## src/hdl/bfa_pkg.sv

```systemverilog
// Package for the best-fit block allocator: sizes, status codes, entry type.
// Depends on nothing.
package bfa_pkg;
	localparam int MAX_BLOCKS = 64;
	localparam int ADDR_BITS = 16;
	localparam int IDX_BITS = $clog2(MAX_BLOCKS);
	localparam int CNT_BITS = 7;
	localparam int STAMP_BITS = 16;

	localparam logic [2:0] ST_OK = 3'd0;
	localparam logic [2:0] ST_NO_FIT = 3'd1;
	localparam logic [2:0] ST_BAD_ADDR = 3'd2;
	localparam logic [2:0] ST_FULL = 3'd3;
	localparam logic [2:0] ST_ZERO = 3'd4;

	typedef struct packed {
		logic used;
		logic [ADDR_BITS-1:0] start;
		logic [ADDR_BITS-1:0] size;
		logic [STAMP_BITS-1:0] stamp;
	} entry_t;
endpackage

```

## src/hdl/best_fit_block_allocator.sv

```systemverilog
// Best-fit block allocator with coalescing; top level with its sequencer.
// Depends on bfa_pkg.
//
// Usage: in_valid/in_stall carry one request item (kind, request_size,
// block_address); out_valid/out_stall carry one result item per request.
// The block table lives in a 64-entry memory with one read and one write
// port, read data registered; valid bits sit in flip-flops.
// Each request walks the table up to three times: a search pass (best fit
// or address match), a neighbour pass on free, and a statistics pass.
// Each pass reads every table entry in turn through the registered read
// port. An allocate that splits a block writes two entries, an exact fit
// or a free writes one, a failed search or an unknown address writes none,
// and a zero size skips the search. in_stall stays high until the result
// has left the output register, so no new item is taken while one is in
// flight. After reset the S_INIT state writes entry 0 as a free block of
// 4096 units, and pool_size_we rebuilds the table while idle (valid bits
// cleared, entry 0 written). A stalled result holds in the output register.
module best_fit_block_allocator (
	input  logic        clk,
	input  logic        arst_n,
	input  logic        pool_size_we,
	input  logic [15:0] pool_size_wdata,
	input  logic        in_valid,
	output logic        in_stall,
	input  logic        kind,
	input  logic [15:0] request_size,
	input  logic [15:0] block_address,
	output logic        out_valid,
	input  logic        out_stall,
	output logic [2:0]  status,
	output logic [15:0] granted_address,
	output logic [15:0] smallest_free,
	output logic [15:0] largest_free,
	output logic [6:0]  free_count,
	output logic [15:0] smallest_used,
	output logic [15:0] largest_used,
	output logic [6:0]  used_count
);
	localparam int IB = bfa_pkg::IDX_BITS;
	localparam int AB = bfa_pkg::ADDR_BITS;
	localparam int SB = bfa_pkg::STAMP_BITS;
	localparam int CB = bfa_pkg::CNT_BITS;
	localparam logic [IB:0] LAST = (IB+1)'(bfa_pkg::MAX_BLOCKS - 1);

	localparam logic [3:0] S_IDLE = 4'd0;
	localparam logic [3:0] S_SRCH = 4'd1;
	localparam logic [3:0] S_DEC = 4'd2;
	localparam logic [3:0] S_NBR = 4'd3;
	localparam logic [3:0] S_RDH = 4'd4;
	localparam logic [3:0] S_WR1 = 4'd5;
	localparam logic [3:0] S_WR2 = 4'd6;
	localparam logic [3:0] S_STAT = 4'd7;
	localparam logic [3:0] S_OUT = 4'd8;
	localparam logic [3:0] S_INIT = 4'd9;

	logic [3:0] state_q;
	bfa_pkg::entry_t mem [bfa_pkg::MAX_BLOCKS];
	logic [bfa_pkg::MAX_BLOCKS-1:0] valid_q;
	logic [15:0] pool_q;
	logic [SB-1:0] stamp_q;

	logic [IB:0] rd_cnt_q;
	logic [IB-1:0] rd_idx_d1_q;
	logic rd_live_q;
	bfa_pkg::entry_t rdata_q;

	logic kind_q;
	logic [AB-1:0] req_q, addr_q;
	logic best_ok_q, empty_ok_q, bef_ok_q, aft_ok_q;
	logic [IB-1:0] best_q, empty_q, bef_q, aft_q;
	bfa_pkg::entry_t best_e_q;
	logic [AB-1:0] new_start_q, new_end_q;
	logic [2:0] st_q;
	logic [AB-1:0] grant_q;

	logic [AB-1:0] sf_q, lf_q, su_q, lu_q;
	logic [CB-1:0] fc_q, uc_q;
	logic ov_q;

	logic we;
	logic [IB-1:0] wa;
	bfa_pkg::entry_t wd;
	logic [IB-1:0] ra;
	logic last_rd;
	logic rv;
	logic [SB-1:0] age_r, age_b;

	assign in_stall = (state_q != S_IDLE) || ov_q || pool_size_we;
	assign out_valid = ov_q;
	assign ra = (state_q == S_RDH) ? '0 : rd_cnt_q[IB-1:0];
	assign last_rd = (rd_cnt_q == LAST);
	assign rv = rd_live_q && valid_q[rd_idx_d1_q];
	assign age_r = stamp_q - rdata_q.stamp;
	assign age_b = stamp_q - best_e_q.stamp;

	// memory: one write, one registered read
	always_ff @(posedge clk) begin
		if (we) begin
			mem[wa] <= wd;
		end
		rdata_q <= mem[ra];
		rd_idx_d1_q <= ra;
	end

	// write port select
	always_comb begin
		we = 1'b0;
		wa = '0;
		wd = '0;
		if (state_q == S_INIT) begin
			we = 1'b1;
			wd.size = pool_q;
		end else if (pool_size_we && state_q == S_IDLE) begin
			we = 1'b1;
			wd.start = '0;
			wd.size = AB'(pool_size_wdata);
		end else if (state_q == S_WR1) begin
			we = 1'b1;
			if (!kind_q) begin
				wa = empty_q;
				wd.start = best_e_q.start + req_q;
				wd.size = best_e_q.size - req_q;
				wd.stamp = stamp_q;
			end else begin
				wa = best_q;
				wd.start = new_start_q;
				wd.size = new_end_q - new_start_q;
				wd.stamp = stamp_q;
			end
		end else if (state_q == S_WR2) begin
			we = 1'b1;
			wa = best_q;
			wd.used = 1'b1;
			wd.start = best_e_q.start;
			wd.size = req_q;
			wd.stamp = stamp_q;
		end
	end

	// sequencer
	always_ff @(posedge clk or negedge arst_n) begin
		if (!arst_n) begin
			state_q <= S_INIT;
			valid_q <= '0;
			valid_q[0] <= 1'b1;
			pool_q <= 16'd4096;
			stamp_q <= SB'(1);
			ov_q <= 1'b0;
			rd_live_q <= 1'b0;
			rd_cnt_q <= '0;
		end else begin
			if (ov_q && !out_stall) begin
				ov_q <= 1'b0;
			end
			case (state_q)
				S_INIT: begin
					// entry 0 is written by the write port this cycle
					state_q <= S_IDLE;
				end
				S_IDLE: begin
					rd_live_q <= 1'b0;
					rd_cnt_q <= '0;
					if (pool_size_we) begin
						pool_q <= pool_size_wdata;
						valid_q <= '0;
						valid_q[0] <= (pool_size_wdata != 16'd0);
						stamp_q <= (pool_size_wdata != 16'd0) ? SB'(1) : '0;
					end else if (in_valid && !ov_q) begin
						kind_q <= kind;
						req_q <= request_size;
						addr_q <= block_address;
						best_ok_q <= 1'b0;
						empty_ok_q <= 1'b0;
						grant_q <= '0;
						if (!kind && request_size == '0) begin
							st_q <= bfa_pkg::ST_ZERO;
							state_q <= S_STAT;
						end else begin
							state_q <= S_SRCH;
						end
						rd_live_q <= 1'b1;
						rd_cnt_q <= rd_cnt_q + 1'b1;
						sf_q <= '0; lf_q <= '0; su_q <= '0; lu_q <= '0;
						fc_q <= '0; uc_q <= '0;
					end
				end
				S_SRCH: begin
					// examine one entry per cycle
					if (!rv && rd_live_q && !empty_ok_q) begin
						empty_ok_q <= 1'b1;
						empty_q <= rd_idx_d1_q;
					end
					if (rv && !kind_q && !rdata_q.used && rdata_q.size >= req_q &&
						(!best_ok_q || rdata_q.size < best_e_q.size ||
						(rdata_q.size == best_e_q.size && age_r < age_b))) begin
						best_ok_q <= 1'b1;
						best_q <= rd_idx_d1_q;
						best_e_q <= rdata_q;
					end
					if (rv && kind_q && rdata_q.used && rdata_q.start == addr_q &&
						!best_ok_q) begin
						best_ok_q <= 1'b1;
						best_q <= rd_idx_d1_q;
						best_e_q <= rdata_q;
					end
					if (rd_cnt_q[IB]) begin
						rd_live_q <= 1'b0;
					end else begin
						rd_cnt_q <= rd_cnt_q + 1'b1;
					end
					if (!rd_live_q) begin
						state_q <= S_DEC;
					end
					if (last_rd) begin
						rd_cnt_q <= {1'b1, {IB{1'b0}}};
					end
				end
				S_DEC: begin
					rd_cnt_q <= '0;
					if (!kind_q) begin
						if (!best_ok_q) begin
							st_q <= bfa_pkg::ST_NO_FIT;
							state_q <= S_STAT;
						end else if (best_e_q.size != req_q && !empty_ok_q) begin
							st_q <= bfa_pkg::ST_FULL;
							state_q <= S_STAT;
						end else begin
							st_q <= bfa_pkg::ST_OK;
							grant_q <= best_e_q.start;
							state_q <= (best_e_q.size != req_q) ? S_WR1 : S_WR2;
						end
					end else if (!best_ok_q) begin
						st_q <= bfa_pkg::ST_BAD_ADDR;
						state_q <= S_STAT;
					end else begin
						st_q <= bfa_pkg::ST_OK;
						bef_ok_q <= 1'b0;
						aft_ok_q <= 1'b0;
						new_start_q <= best_e_q.start;
						new_end_q <= best_e_q.start + best_e_q.size;
						state_q <= S_NBR;
					end
					if (state_q == S_DEC) begin
						rd_live_q <= 1'b1;
						rd_cnt_q <= (IB+1)'(1);
					end
				end
				S_NBR: begin
					// find free neighbours
					if (rv && !rdata_q.used) begin
						if (!bef_ok_q && rdata_q.start + rdata_q.size == best_e_q.start) begin
							bef_ok_q <= 1'b1;
							bef_q <= rd_idx_d1_q;
							new_start_q <= rdata_q.start;
						end else if (!aft_ok_q &&
							rdata_q.start == best_e_q.start + best_e_q.size) begin
							aft_ok_q <= 1'b1;
							aft_q <= rd_idx_d1_q;
							new_end_q <= rdata_q.start + rdata_q.size;
						end
					end
					if (rd_cnt_q[IB]) begin
						rd_live_q <= 1'b0;
					end else begin
						rd_cnt_q <= rd_cnt_q + 1'b1;
					end
					if (last_rd) begin
						rd_cnt_q <= {1'b1, {IB{1'b0}}};
					end
					if (!rd_live_q) begin
						state_q <= S_WR1;
						if (bef_ok_q) valid_q[bef_q] <= 1'b0;
						if (aft_ok_q) valid_q[aft_q] <= 1'b0;
					end
				end
				S_WR1: begin
					stamp_q <= stamp_q + 1'b1;
					if (!kind_q) begin
						valid_q[empty_q] <= 1'b1;
						state_q <= S_WR2;
					end else begin
						state_q <= S_RDH;
					end
				end
				S_WR2: begin
					stamp_q <= stamp_q + 1'b1;
					state_q <= S_RDH;
				end
				S_RDH: begin
					rd_live_q <= 1'b1;
					rd_cnt_q <= (IB+1)'(1);
					state_q <= S_STAT;
				end
				S_STAT: begin
					// accumulate statistics
					if (rv && rd_cnt_q != '0) begin
						if (rdata_q.used) begin
							if (uc_q == '0 || rdata_q.size < su_q) su_q <= rdata_q.size;
							if (rdata_q.size > lu_q) lu_q <= rdata_q.size;
							uc_q <= uc_q + 1'b1;
						end else begin
							if (fc_q == '0 || rdata_q.size < sf_q) sf_q <= rdata_q.size;
							if (rdata_q.size > lf_q) lf_q <= rdata_q.size;
							fc_q <= fc_q + 1'b1;
						end
					end
					if (rd_cnt_q == '0) begin
						rd_live_q <= 1'b1;
						rd_cnt_q <= rd_cnt_q + 1'b1;
					end else if (rd_cnt_q[IB]) begin
						rd_live_q <= 1'b0;
					end else begin
						rd_cnt_q <= rd_cnt_q + 1'b1;
					end
					if (last_rd) begin
						rd_cnt_q <= {1'b1, {IB{1'b0}}};
					end
					if (!rd_live_q && rd_cnt_q[IB]) begin
						state_q <= S_OUT;
					end
				end
				S_OUT: begin
					if (!ov_q) begin
						ov_q <= 1'b1;
						state_q <= S_IDLE;
					end
				end
				default: state_q <= S_IDLE;
			endcase
		end
	end

	assign status = st_q;
	assign granted_address = grant_q;
	assign smallest_free = sf_q;
	assign largest_free = lf_q;
	assign free_count = fc_q;
	assign smallest_used = su_q;
	assign largest_used = lu_q;
	assign used_count = uc_q;
endmodule

```

## config.mk

```make
export PLATFORM = sky130hd
export DESIGN_NAME = best_fit_block_allocator
export DESIGN_NICKNAME = d
export VERILOG_FILES = /design/src/hdl/bfa_pkg.sv /design/src/hdl/best_fit_block_allocator.sv
export SDC_FILE = /design/constraint.sdc
export NUM_CORES = 2
export LEC_CHECK = 0
export ABC_AREA = 1
export BUFFER_PORTS_ARGS = -buffer_cell sky130_fd_sc_hd__clkbuf_2
export CORE_AREA = 2 2 704 706
export CTS_BUF_LIST = sky130_fd_sc_hd__clkbuf_8 sky130_fd_sc_hd__clkbuf_16
export CTS_CLUSTER_SIZE = 14
export DETAILED_ROUTE_END_ITERATION = 12
export DIE_AREA = 0 0 706 708
export PLACE_DENSITY = 0.51
export RECOVER_POWER = 100
export SYNTH_ARGS = -nofsm -noshare
export SYNTH_HDL_FRONTEND = slang
export SYNTH_SLANG_ARGS = --single-unit
```

## constraint.sdc

```tcl
create_clock -name clk -period 5.8 [get_ports clk]
set_clock_uncertainty 0.05 [all_clocks]
set_input_delay 1.16 -clock clk [delete_from_list [all_inputs] [get_ports clk]]
set_output_delay 1.16 -clock clk [all_outputs]
set_load 0.01 [all_outputs]
```

==> run metrics <==
Skew-Pair Late Insertion Delay=0.97 ns; Final period util=a little over nine tenths; Critical Path Sink Type=flip-flop; Routed Antenna Nets=0; Die X=706 um; maximum VDD drop=approximately 0.47 mV; fin area=168100 um^2; Rel. slew slack=-195.4%; post-place setup slack=approximately 0.84 ns; R2R Path Start=state_q[3]; Setup TNS=0 ns; vias in the first global route=~94k; register area share after synthesis=around 71%; Clock Sinks=3538; H-tree levels=5; Synth top cells by count=edfxtp_1, nor2_1, o21ai_0, nand2_1, o21ai_1; syn_nets=11.95k; WP data required=between 6 and 7 ns; CTS tree=yes; Synth warnings=0; Worst Path Max Fanout=between 50 and 60; Clk network pwr share=26.1%; cell mode on critical path=inv_1; hold_buf cts=0; clock-pin slew on the worst setup and hold paths=around 0.06 ns; vias after detailed routing=around 100k; status=finished with violations; Max stage delay on crit path=1.78 ns; Final setup viols=0; top-count cell post-synth=edfxtp_1; Worst Reg-to-Reg Cells=11; Reg2Reg Setup Slack=around 0.30 ns; Top FF cell, synth=edfxtp_1; crit path max-delay cell type=clkbuf_2; Critical Path, Cell by Cell=inv_1 > nand2_1 > inv_1 > nand2_4 > inv_1 > nor2_1 > clkbuf_2 > o211ai_1 > nand3_1 > nand3_1 > nand2_1; Final Slew Violations=around 1.7k; initial drt markers=approximately 10k; total power=roughly 88 mW; Routed WL per cell=around 25 um; number of synthesized flops with an enable pin=about 3.4k; synthesized flop and latch total=approximately 3.5k; mapped cell area=around 150000 um^2; leakage power=55.47 nW; Root Buffer=clkbuf_16; cell area after placement=157600 um^2; RSZ-0062 raised after global routing=false; Synth Instances=~12k; PD cells=about 520 nW/um^2; crit path buf inv count=4; DR vias/cell=roughly 5.3; largest net degree at the start of global routing=176; crit path DAT=6.29 ns; # port buffers=152; Hold Path Class=reg2reg; Synth area leaders=edfxtp_1, nor2_1, o21ai_0; Hold Violations, Final=0; DP HPWL=275600 um; Setup Fix Bufs, Post-CTS=0; routability congestion estimate=a little over 0.9; # rows=258; reg-to-reg endpoint=rdata_q[31]; Syn Area/Cell=12.64 um^2; Psw=~35 mW; initial antenna violation count=27; max-cap violations=35; Die H=708 um; top cell type's share of synthesized area=approximately 69%; layout cells sized above 1=under 10%; Flop pwr share=37.3%; clk buf depth=4; CTS Buf Count=about 380; largest area contributor in the netlist=edfxtp_1; crit-path leading delay family=buffers and inverters; fin nets=about 12k; Worst Setup SP=state_q[3]; Synth async-reset ratio=under 10%; P&R area growth vs syn=14.05%; # DRC=0; cell depth of the worst setup path=11; Starting Density=29.95%; post-CTS sizing=0; switching part of the total=39.55%; startpoint types=flip-flop; GRT Residual Overflow=0; Critical Path Sink=rdata_q[31]; die area=between 400000 and 500000 um^2; Comb pwr share=between 30% and 40%; critical path class=reg2reg; first drt pass iteration count=6; I/O pin count=around 150; gr usage total=between 15 and 20%; Slew @ Worst Pin=approximately 4.4 ns; Fmax=about 180 MHz; failing checks=max-capacitance violations, max-slew violations; Yosys cell types=62; cell internal pwr=between 50 and 60 mW; Core ar.=492300 um^2; final WL=~470000 um; fin worst setup slack=between 0.2 and 0.3 ns; Tmin final=~5.5 ns; first-pass GRT wire length=about 680000 um
==> power groups by stage <==
stage | Combinational, mW | Sequential, mW | Clock, mW
finish | 32.1 | 32.7 | 23.0
global route | 35.2 | 32.8 | 24.3
detailed placement | 32.4 | 33.2 | 0
CTS | 32.5 | 32.6 | 23.4
global placement | 32.4 | 33.1 | 0
floorplan | 20.1 | 33.0 | 0
==> state kept, by name, indices dropped and copies added (netlist names), 7 cells and up <==
name and flops:
stamp_q 16, pool_q 16, addr_q 16, rdata_q 49, valid_q 64, req_q 16, largest_used 16, smallest_free 16
new_start_q 16, largest_free 16, used_count 7, smallest_used 16, best_e_q 48, rd_cnt_q 7, mem 3136, granted_address 16
free_count 7, new_end_q 16
==> per-layer routing <==
metal  share of wire, %  GRT usage, %
met2                 46         29.58
met3                6.7         2.384
met5                  0             0
met1                 44         25.73
met4                2.9         4.986
==> worst min path at each step <==
| stage | startpoint | end | slack, ns | depth (start not counted) |
|---|---|---|---|---|
| finish | rdata_q[8] | best_e_q[8] | 0.36 | 0 |
| global route | block_address[4] | addr_q[4] | 0.34 | 1 |
| CTS | block_address[4] | addr_q[4] | 0.30 | 1 |
| detailed placement | rdata_q[6] | best_e_q[6] | 0.36 | 0 |
| global placement | rdata_q[6] | best_e_q[6] | 0.37 | 0 |
| floorplan | rdata_q[10] | best_e_q[10] | 0.36 | 0 |
==> placed cells by master, fill, tap and decap left out, drive strengths merged, types with 53 or more instances in the layout <==
cell    instances
edfxtp       3374
o211ai        412
a21oi         221
o221ai        404
dfxtp          55
clkbuf        679
ha            222
buf           197
o22ai         403
nand3         493
nor3           53
nor2         1863
xor2           57
inv           593
dfrtp         104
o21ai        1894
clkinv        163
nand2         634
==> final cells by class <==
type                    count  area (um^2)
fillers                 48160       324200
clock inverters           296         1993
diodes                      5        12.51
multi-input cells        6897        37710
clock buffers             391         9672
inverters                 490         1892
well taps                6500         8133
flip-flops and latches   3538       105200
repair buffers            485         3557
==> per-stage QoR <==
stage          util, %  cells  hold slack [ns]
2_1_floorplan        -  11660           0.3582
3_3_place_gp     32.02  17910           0.3658
3_5_place_dp     32.02  17910           0.3640
4_1_cts          34.39  18600           0.2996
5_1_grt          34.15  18600           0.3392
6_report         34.15  18600           0.3583
==> logic make-up after synthesis <==
| kind of cell | share of synthesized area [%] |
|---|---|
| buffers and inverters | 3.419 |
| adders and majority gates | 1.979 |
| and+or+nand+nor | 8.599 |
| AOI/OAI and AO/OA | 14.09 |
| xor gates and xnor gates | 0.5695 |
| DFF | 71.33 |
| muxes | 0.01528 |
No activity file was read; power rests on OpenSTA's default activity.
